**src/design/sndw_pkg.sv**
```systemverilog
// ----------------------------------------------------------------------------
// sndw_pkg
// Shared types, constants and field helpers for the strided N-d address walker.
// ----------------------------------------------------------------------------
package sndw_pkg;

   localparam int MAX_AXES    = 3;
   localparam int EXTENT_BITS = 16;
   localparam int FIELD_BITS  = 16;
   localparam int PACK_AXES   = 3;
   localparam int PACK_BITS   = PACK_AXES * FIELD_BITS;
   localparam int OFFSET_BITS = 32;
   localparam int DIMS_BITS   = 2;
   localparam int CSR_BITS    = 3;
   localparam int PROD_BITS   = 48;

   typedef enum logic [CSR_BITS-1:0] {
      CSR_DIMS_IN_USE    = 3'd0,
      CSR_EXTENTS        = 3'd1,
      CSR_SOURCE_STRIDES = 3'd2,
      CSR_DEST_STRIDES   = 3'd3,
      CSR_SOURCE_BASE    = 3'd4,
      CSR_DEST_BASE      = 3'd5
   } csr_index_type;

   typedef logic [EXTENT_BITS-1:0]               count_type;
   typedef logic [MAX_AXES-1:0][EXTENT_BITS-1:0] counts_type;
   typedef logic [PACK_BITS-1:0]                 packed_type;
   typedef logic [OFFSET_BITS-1:0]               offset_type;

   // current element as seen by the walker, before the odometer advance
   typedef struct packed {
      logic       has_result;
      logic       final_el;
      counts_type counts;
   } walk_elem_type;

   // load enables for the two datapath register ranks
   typedef struct packed {
      logic load_prod;
      logic load_sum;
   } pipe_ctl_type;

   // axis 0 sits in the high field
   function automatic logic [FIELD_BITS-1:0] field_of(input packed_type word, input int axis);
      int pos;
      pos = (PACK_AXES - 1 - (axis % PACK_AXES)) * FIELD_BITS;
      return word[pos +: FIELD_BITS];
   endfunction

   function automatic count_type extent_of(input packed_type word, input int axis);
      logic [FIELD_BITS-1:0] f;
      f = field_of(word, axis);
      return f[EXTENT_BITS-1:0];
   endfunction

endpackage

```
**src/design/sndw_walker.sv**
```systemverilog
// ----------------------------------------------------------------------------
// sndw_walker
// Odometer index counters: restart, unused-axis clearing, final flag, advance.
// ----------------------------------------------------------------------------
module sndw_walker import sndw_pkg::*; (
   input  logic                 clock,
   input  logic                 reset,
   input  logic                 accept,
   input  logic                 restart,
   input  logic [DIMS_BITS-1:0] dims_in_use,
   input  packed_type           extents,
   output walk_elem_type        elem
);

   counts_type                  counters_ff;
   counts_type                  counters_in;
   counts_type                  cur;
   counts_type                  nxt;
   logic [MAX_AXES-1:0]         in_use;
   logic [DIMS_BITS-1:0]        dims_eff;
   logic                        any_zero;
   logic                        all_final;

   always_comb begin
      count_type ext;
      count_type inc;
      logic      carry;

      if (dims_in_use == '0) begin
         dims_eff = DIMS_BITS'(1);
      end else if (int'(dims_in_use) > MAX_AXES) begin
         dims_eff = DIMS_BITS'(MAX_AXES);
      end else begin
         dims_eff = dims_in_use;
      end

      any_zero  = 1'b0;
      all_final = 1'b1;
      for (int a = 0; a < MAX_AXES; a++) begin
         ext       = extent_of(extents, a);
         in_use[a] = (a + int'(dims_eff)) >= MAX_AXES;
         cur[a]    = (restart || !in_use[a]) ? '0 : counters_ff[a];
         if (in_use[a] && ext == '0) begin
            any_zero = 1'b1;
         end
         if (in_use[a] && cur[a] != count_type'(ext - 1'b1)) begin
            all_final = 1'b0;
         end
      end

      // last axis fastest; an out-of-range counter wraps and carries
      carry = 1'b1;
      for (int a = MAX_AXES - 1; a >= 0; a--) begin
         ext    = extent_of(extents, a);
         inc    = cur[a] + 1'b1;
         nxt[a] = cur[a];
         if (in_use[a] && carry) begin
            if (inc < ext && inc != '0) begin
               nxt[a] = inc;
               carry  = 1'b0;
            end else begin
               nxt[a] = '0;
            end
         end
      end

      counters_in = any_zero ? cur : nxt;
   end

   always_ff @(posedge clock) begin
      if (reset) begin
         counters_ff <= '0;
      end else if (accept) begin
         counters_ff <= counters_in;
      end
   end

   assign elem.has_result = !any_zero;
   assign elem.final_el   = all_final;
   assign elem.counts     = cur;

endmodule

```
**src/design/sndw_offset.sv**
```systemverilog
// ----------------------------------------------------------------------------
// sndw_offset
// Byte offset of one element: registered per-axis products, then base + sum.
// ----------------------------------------------------------------------------
module sndw_offset import sndw_pkg::*; (
   input  logic         clock,
   input  pipe_ctl_type ctl,
   input  counts_type   counts,
   input  packed_type   strides,
   input  offset_type   base,
   output offset_type   offset
);

   offset_type prod_ff [MAX_AXES];
   offset_type prod_in [MAX_AXES];
   offset_type sum_ff;
   offset_type sum_in;

   always_comb begin
      logic signed [PROD_BITS-1:0] full;
      for (int a = 0; a < MAX_AXES; a++) begin
         full       = $signed({1'b0, counts[a]}) * $signed(field_of(strides, a));
         prod_in[a] = full[OFFSET_BITS-1:0];
      end
   end

   always_comb begin
      sum_in = base;
      for (int a = 0; a < MAX_AXES; a++) begin
         sum_in = sum_in + prod_ff[a];
      end
   end

   always_ff @(posedge clock) begin
      if (ctl.load_prod) begin
         for (int a = 0; a < MAX_AXES; a++) begin
            prod_ff[a] <= prod_in[a];
         end
      end
      if (ctl.load_sum) begin
         sum_ff <= sum_in;
      end
   end

   assign offset = sum_ff;

endmodule

```
**src/design/strided_nd_address_walker.sv**
```systemverilog
// ----------------------------------------------------------------------------
// strided_nd_address_walker
// Row-major N-d index walker giving source/destination byte offset pairs.
// ----------------------------------------------------------------------------
// Each accepted request yields one word with the source and destination
// offsets of the current element (base plus index times stride, modulo 2^32)
// and a final-element flag, then steps the index; the walk wraps after the
// final element and req_restart returns it to the first. No word comes out
// while an axis in use has a zero extent. One request is taken per cycle while
// req_stall is low, passing three register ranks (counter snapshot, per-axis
// multiplies, base-plus-sum add). The user must write configuration registers
// only while no request is in flight; the block itself does not enforce it.
module strided_nd_address_walker import sndw_pkg::*; (
   input  logic                   clock,
   input  logic                   reset,
   input  logic                   req_valid,
   output logic                   req_stall,
   input  logic                   req_restart,
   output logic                   rsp_valid,
   input  logic                   rsp_stall,
   output logic [OFFSET_BITS-1:0] rsp_source_offset,
   output logic [OFFSET_BITS-1:0] rsp_dest_offset,
   output logic                   rsp_final_element,
   input  logic                   csr_wr_en,
   input  logic [CSR_BITS-1:0]    csr_index,
   input  logic [PACK_BITS-1:0]   csr_wr_data
);

   logic [DIMS_BITS-1:0] dims_ff;
   packed_type           extents_ff;
   packed_type           src_strides_ff;
   packed_type           dst_strides_ff;
   offset_type           src_base_ff;
   offset_type           dst_base_ff;

   walk_elem_type        elem;
   pipe_ctl_type         ctl;
   logic                 accept;
   logic                 s1_ready, s2_ready, s3_ready;
   logic                 s1_valid_ff, s2_valid_ff, s3_valid_ff;
   logic                 s1_final_ff, s2_final_ff, s3_final_ff;
   counts_type           s1_counts_ff;

   always_ff @(posedge clock) begin
      if (reset) begin
         dims_ff        <= DIMS_BITS'(1);
         extents_ff     <= PACK_BITS'(1);
         src_strides_ff <= '0;
         dst_strides_ff <= '0;
         src_base_ff    <= '0;
         dst_base_ff    <= '0;
      end else if (csr_wr_en) begin
         unique case (csr_index_type'(csr_index))
            CSR_DIMS_IN_USE:    dims_ff        <= csr_wr_data[DIMS_BITS-1:0];
            CSR_EXTENTS:        extents_ff     <= csr_wr_data;
            CSR_SOURCE_STRIDES: src_strides_ff <= csr_wr_data;
            CSR_DEST_STRIDES:   dst_strides_ff <= csr_wr_data;
            CSR_SOURCE_BASE:    src_base_ff    <= csr_wr_data[OFFSET_BITS-1:0];
            CSR_DEST_BASE:      dst_base_ff    <= csr_wr_data[OFFSET_BITS-1:0];
            default: begin
            end
         endcase
      end
   end

   // each rank advances when the one after it is empty or moving
   assign s3_ready  = !s3_valid_ff || !rsp_stall;
   assign s2_ready  = !s2_valid_ff || s3_ready;
   assign s1_ready  = !s1_valid_ff || s2_ready;
   assign req_stall = !s1_ready;
   assign accept    = req_valid && s1_ready;

   assign ctl.load_prod = s2_ready && s1_valid_ff;
   assign ctl.load_sum  = s3_ready && s2_valid_ff;

   sndw_walker u_walker (
      .clock       (clock),
      .reset       (reset),
      .accept      (accept),
      .restart     (req_restart),
      .dims_in_use (dims_ff),
      .extents     (extents_ff),
      .elem        (elem)
   );

   always_ff @(posedge clock) begin
      if (reset) begin
         s1_valid_ff <= 1'b0;
         s2_valid_ff <= 1'b0;
         s3_valid_ff <= 1'b0;
      end else begin
         if (s1_ready) begin
            s1_valid_ff <= accept && elem.has_result;
         end
         if (s2_ready) begin
            s2_valid_ff <= s1_valid_ff;
         end
         if (s3_ready) begin
            s3_valid_ff <= s2_valid_ff;
         end
      end
   end

   always_ff @(posedge clock) begin
      if (accept) begin
         s1_counts_ff <= elem.counts;
         s1_final_ff  <= elem.final_el;
      end
      if (ctl.load_prod) begin
         s2_final_ff <= s1_final_ff;
      end
      if (ctl.load_sum) begin
         s3_final_ff <= s2_final_ff;
      end
   end

   sndw_offset u_src_offset (
      .clock   (clock),
      .ctl     (ctl),
      .counts  (s1_counts_ff),
      .strides (src_strides_ff),
      .base    (src_base_ff),
      .offset  (rsp_source_offset)
   );

   sndw_offset u_dst_offset (
      .clock   (clock),
      .ctl     (ctl),
      .counts  (s1_counts_ff),
      .strides (dst_strides_ff),
      .base    (dst_base_ff),
      .offset  (rsp_dest_offset)
   );

   assign rsp_valid         = s3_valid_ff;
   assign rsp_final_element = s3_final_ff;

endmodule
```
**config.mk**
```make
export PLATFORM = sky130hd
export DESIGN_NAME = strided_nd_address_walker
export DESIGN_NICKNAME = d
export VERILOG_FILES = /design/src/design/sndw_pkg.sv /design/src/design/sndw_walker.sv /design/src/design/sndw_offset.sv /design/src/design/strided_nd_address_walker.sv
export SDC_FILE = /design/constraint.sdc
export NUM_CORES = 2
export LEC_CHECK = 0
export BUFFER_PORTS_ARGS = -buffer_cell sky130_fd_sc_hd__clkbuf_2
export CAP_MARGIN = 5
export CELL_PAD_IN_SITES_DETAIL_PLACEMENT = 1
export CELL_PAD_IN_SITES_GLOBAL_PLACEMENT = 1
export CORE_MARGIN = 4
export CORE_UTILIZATION = 30
export DETAILED_ROUTE_END_ITERATION = 16
export PLACE_DENSITY_LB_ADDON = 0.1
export SLEW_MARGIN = 30
export SYNTH_ARGS = -nofsm -noshare
export SYNTH_HDL_FRONTEND = slang
export SYNTH_SLANG_ARGS = --single-unit
```
**constraint.sdc**
```tcl
create_clock -name clock -period 28.7 [get_ports clock]
set_input_delay 5.74 -clock clock [delete_from_list [all_inputs] [get_ports clock]]
set_output_delay 5.74 -clock clock [all_outputs]
set_load 0.01 [all_outputs]
```
==> flow_summary.ini <==
[outcome]
status = completed

[critical_path]
crit_required_ps = 22960
cp_data_arrival_time_ps = 6410
path_max_fanout = 3
endpoint_kind = primary output
start_kind = input port
critPathKind = in -> out

[logic_synthesis]
yosys.area.top_type = fa_1
syn_area_um2 = 80000
ys_seq_area_share_pct = 18.0
ys_ff_latch = 568
synth.most_common_cell = inv_1
synth_top_area_share_pct = 32.2
synth_fp_nets = 10800
synth.area.top_cells = fa_1 32%, ha_1 13%, edfxtp_1 12%
synthCells = 8672
synthArstFlopShare_pct = 0
postSynthAreaPerCell_um2 = 9.23
synth_edf_count = 307
synth_cell_type_count = 85
synthTopCellsByCount = 1574 x inv_1, 1330 x nand2_1, 1288 x fa_1
ys.flop_type = edfxtp_1
ys_warn_count = 0

[routing]
first_pass_iters = 5
post-route-drc-count = 0
final_antenna_net_count = 0
viasPerCell = 4.81
drt_iter0_markers = 2842
routedWlPerCell_um = 23.1
vias = 58700
drt-total-wl_um = 282000

[cells_and_area]
layout-drive-gt1-share_pct = 4.79
areaGrowthSynthToFinish_pct = 9.08
nNetsFinal = 10800

[floorplanning]
die_area_um2 = 275000
die_x_um = 525
start_util_pct = 30.2
io_pins = 124
num_rows = 189
coreArea_um2 = 265000
die_h_um = 525

[sta]
fin_ws_ps = 16550
setup_tns_ps = 0
hold_viol = 0
fin_crit_sh_pct = 42.3
hold_slack_ps = 414
worstMarginPinSlew_ps = 1100
drv_slew = 0
finalSetupViolCount = 0
skew_ps = 43.6
slew_headroom_pct = 26.5
max_freq_mhz = 82.3
rsz0062_at_grt = no
layout_min_cycle_time_ps = 12150

[clocking]
numCtsBuffers = 80
cts_setup_buffers = 0
ctsResizeCount = 0
cts_root_buffer = clkbuf_16
cts.htree.levels = 3
cts_buffer_depth = 3
cts_hold_buf = 0
clk_latency_ps = 740
clkSinkCount = 568
path_clk_slew_ps = 60
cts_tree = done

[placed_design]
place.gp.congestion = 0.849
portBuffers = 123
post-place-ws_ps = 16530
dpl.hpwl_um = 217000

[power]
combPwrFrac_pct = 28.7
p_leak_uw = 0.0414
p_int_uw = 1850
power_switching_uw = 1030
sequentialPowerShare_pct = 33.8
peakVddDrop_mv = 0.0447
p_sw_share_pct = 35.7
p_clk_share_pct = 37.5
power_density_nw_per_um2 = 32.9

[global_route]
grt_first_pass_wirelength_um = 430000
grt_max_degree = 160
grt_pass1_vias = 66300
grt_antenna_before_repair = 37
track_usage_pct = 20.6
globalRoute.totalOverflow = 0

[flow_run]
drv_cap = 0

[worst_hold_path]
min_path_type = reg -> reg
-- registers in the layout, summed over array words and instances (netlist names) --
| signal | flops |
|---|---|
| u_dst_offset.prod_ff | 96 |
| u_src_offset.prod_ff | 96 |
| dst_strides_ff | 48 |
| extents_ff | 48 |
| s1_counts_ff | 48 |
| src_strides_ff | 48 |
| u_walker.counters_ff | 48 |
| dst_base_ff | 32 |
| src_base_ff | 32 |
| u_dst_offset.offset | 32 |
| u_src_offset.offset | 32 |
| dims_ff | 2 |
| rsp_final_element | 1 |
| rsp_valid | 1 |
| s1_final_ff | 1 |
| s1_valid_ff | 1 |
| s2_final_ff | 1 |
| s2_valid_ff | 1 |
-- worst max-delay path, cell delays in order --
cell and delay (ps):
clkbuf_2 120, and3_1 250, nand2_1 110, inv_1 60
clkbuf_2 120
-- power by group through the flow --
stage	logic [µW]	clock network, µW	registers (µW)
after detailed placement	836	0	991
after floorplan	516	0	970
after global placement	827	0	991
after global routing	921	1140	977
after CTS	844	1120	974
final	826	1080	972
-- cell usage in the layout, fill, tap and decap left out, drive strengths merged, types with 42 or more instances in the layout --
| cell | n |
|---|---|
| and3 | 42 |
| o21ai | 134 |
| a21o | 96 |
| fa | 1288 |
| edfxtp | 307 |
| dfxtp | 261 |
| buf | 95 |
| nor2 | 242 |
| nand2b | 74 |
| nand2 | 1330 |
| nor3 | 66 |
| nand3 | 80 |
| clkbuf | 223 |
| xnor2 | 256 |
| xor2 | 73 |
| a21oi | 421 |
| and2 | 715 |
| inv | 1585 |
| ha | 819 |
-- layout make-up --
type | instances | area (µm²)
fillers | 30600 | 178000
multi-input cells | 6146 | 58300
flip-flops and latches | 568 | 14400
inverters | 1581 | 5930
well taps | 3533 | 4420
clock buffers | 101 | 2180
repair buffers | 217 | 1380
clock inverters | 48 | 586
diodes | 18 | 45.0
-- per-layer routing --
layer	vias up	track usage (%)	wire (µm)
met3	237	1.80	7920
met1	30800	27.6	130000
met2	740	35.5	135000
met4	6	5.96	9130
met5	-	0	41
li1	27000	-	-
-- cells by family (layout without fill, tap and decap cells) --
| family | count (synthesis) | in the layout | synth area share [%] |
|---|---|---|---|
| flops | 568 | 568 | 18.0 |
| xor+xnor | 329 | 329 | 3.60 |
| other cells | 0 | 18 | 0 |
| fa+ha+maj | 2107 | 2107 | 45.0 |
| compound gates | 976 | 976 | 7.64 |
| buf+inv | 1958 | 1947 | 9.24 |
| simple gates | 2727 | 2727 | 16.4 |
| mux | 7 | 7 | 0.0891 |
-- per-stage QoR --
stage	util (%)	instance area (µm²)	cells	power [µW]
after CTS	32.9	87200	12200	2930
after global routing	32.9	87300	12200	3040
after detailed placement	31.8	84500	12000	1830
after floorplan	-	80000	8672	1490
final	32.9	87300	12200	2880
after global placement	31.8	84400	12000	1820
-- final timing paths --
path | startpoint | end | slack [ps] | cells after the start
setup / recovery | rsp_stall | req_stall | 16550 | 5
setup reg to reg | dst_strides_ff[17]$_SDFFE_PP0P_ | u_dst_offset.prod_ff[0][62]$_DFFE_PP_ | 20530 | 19
hold reg to reg | s2_final_ff$_DFFE_PP_ | rsp_final_element$_DFFE_PP_ | 410 | 0
hold / removal | s2_final_ff$_DFFE_PP_ | rsp_final_element$_DFFE_PP_ | 410 | 0
Power figures use the tool's default switching activity.
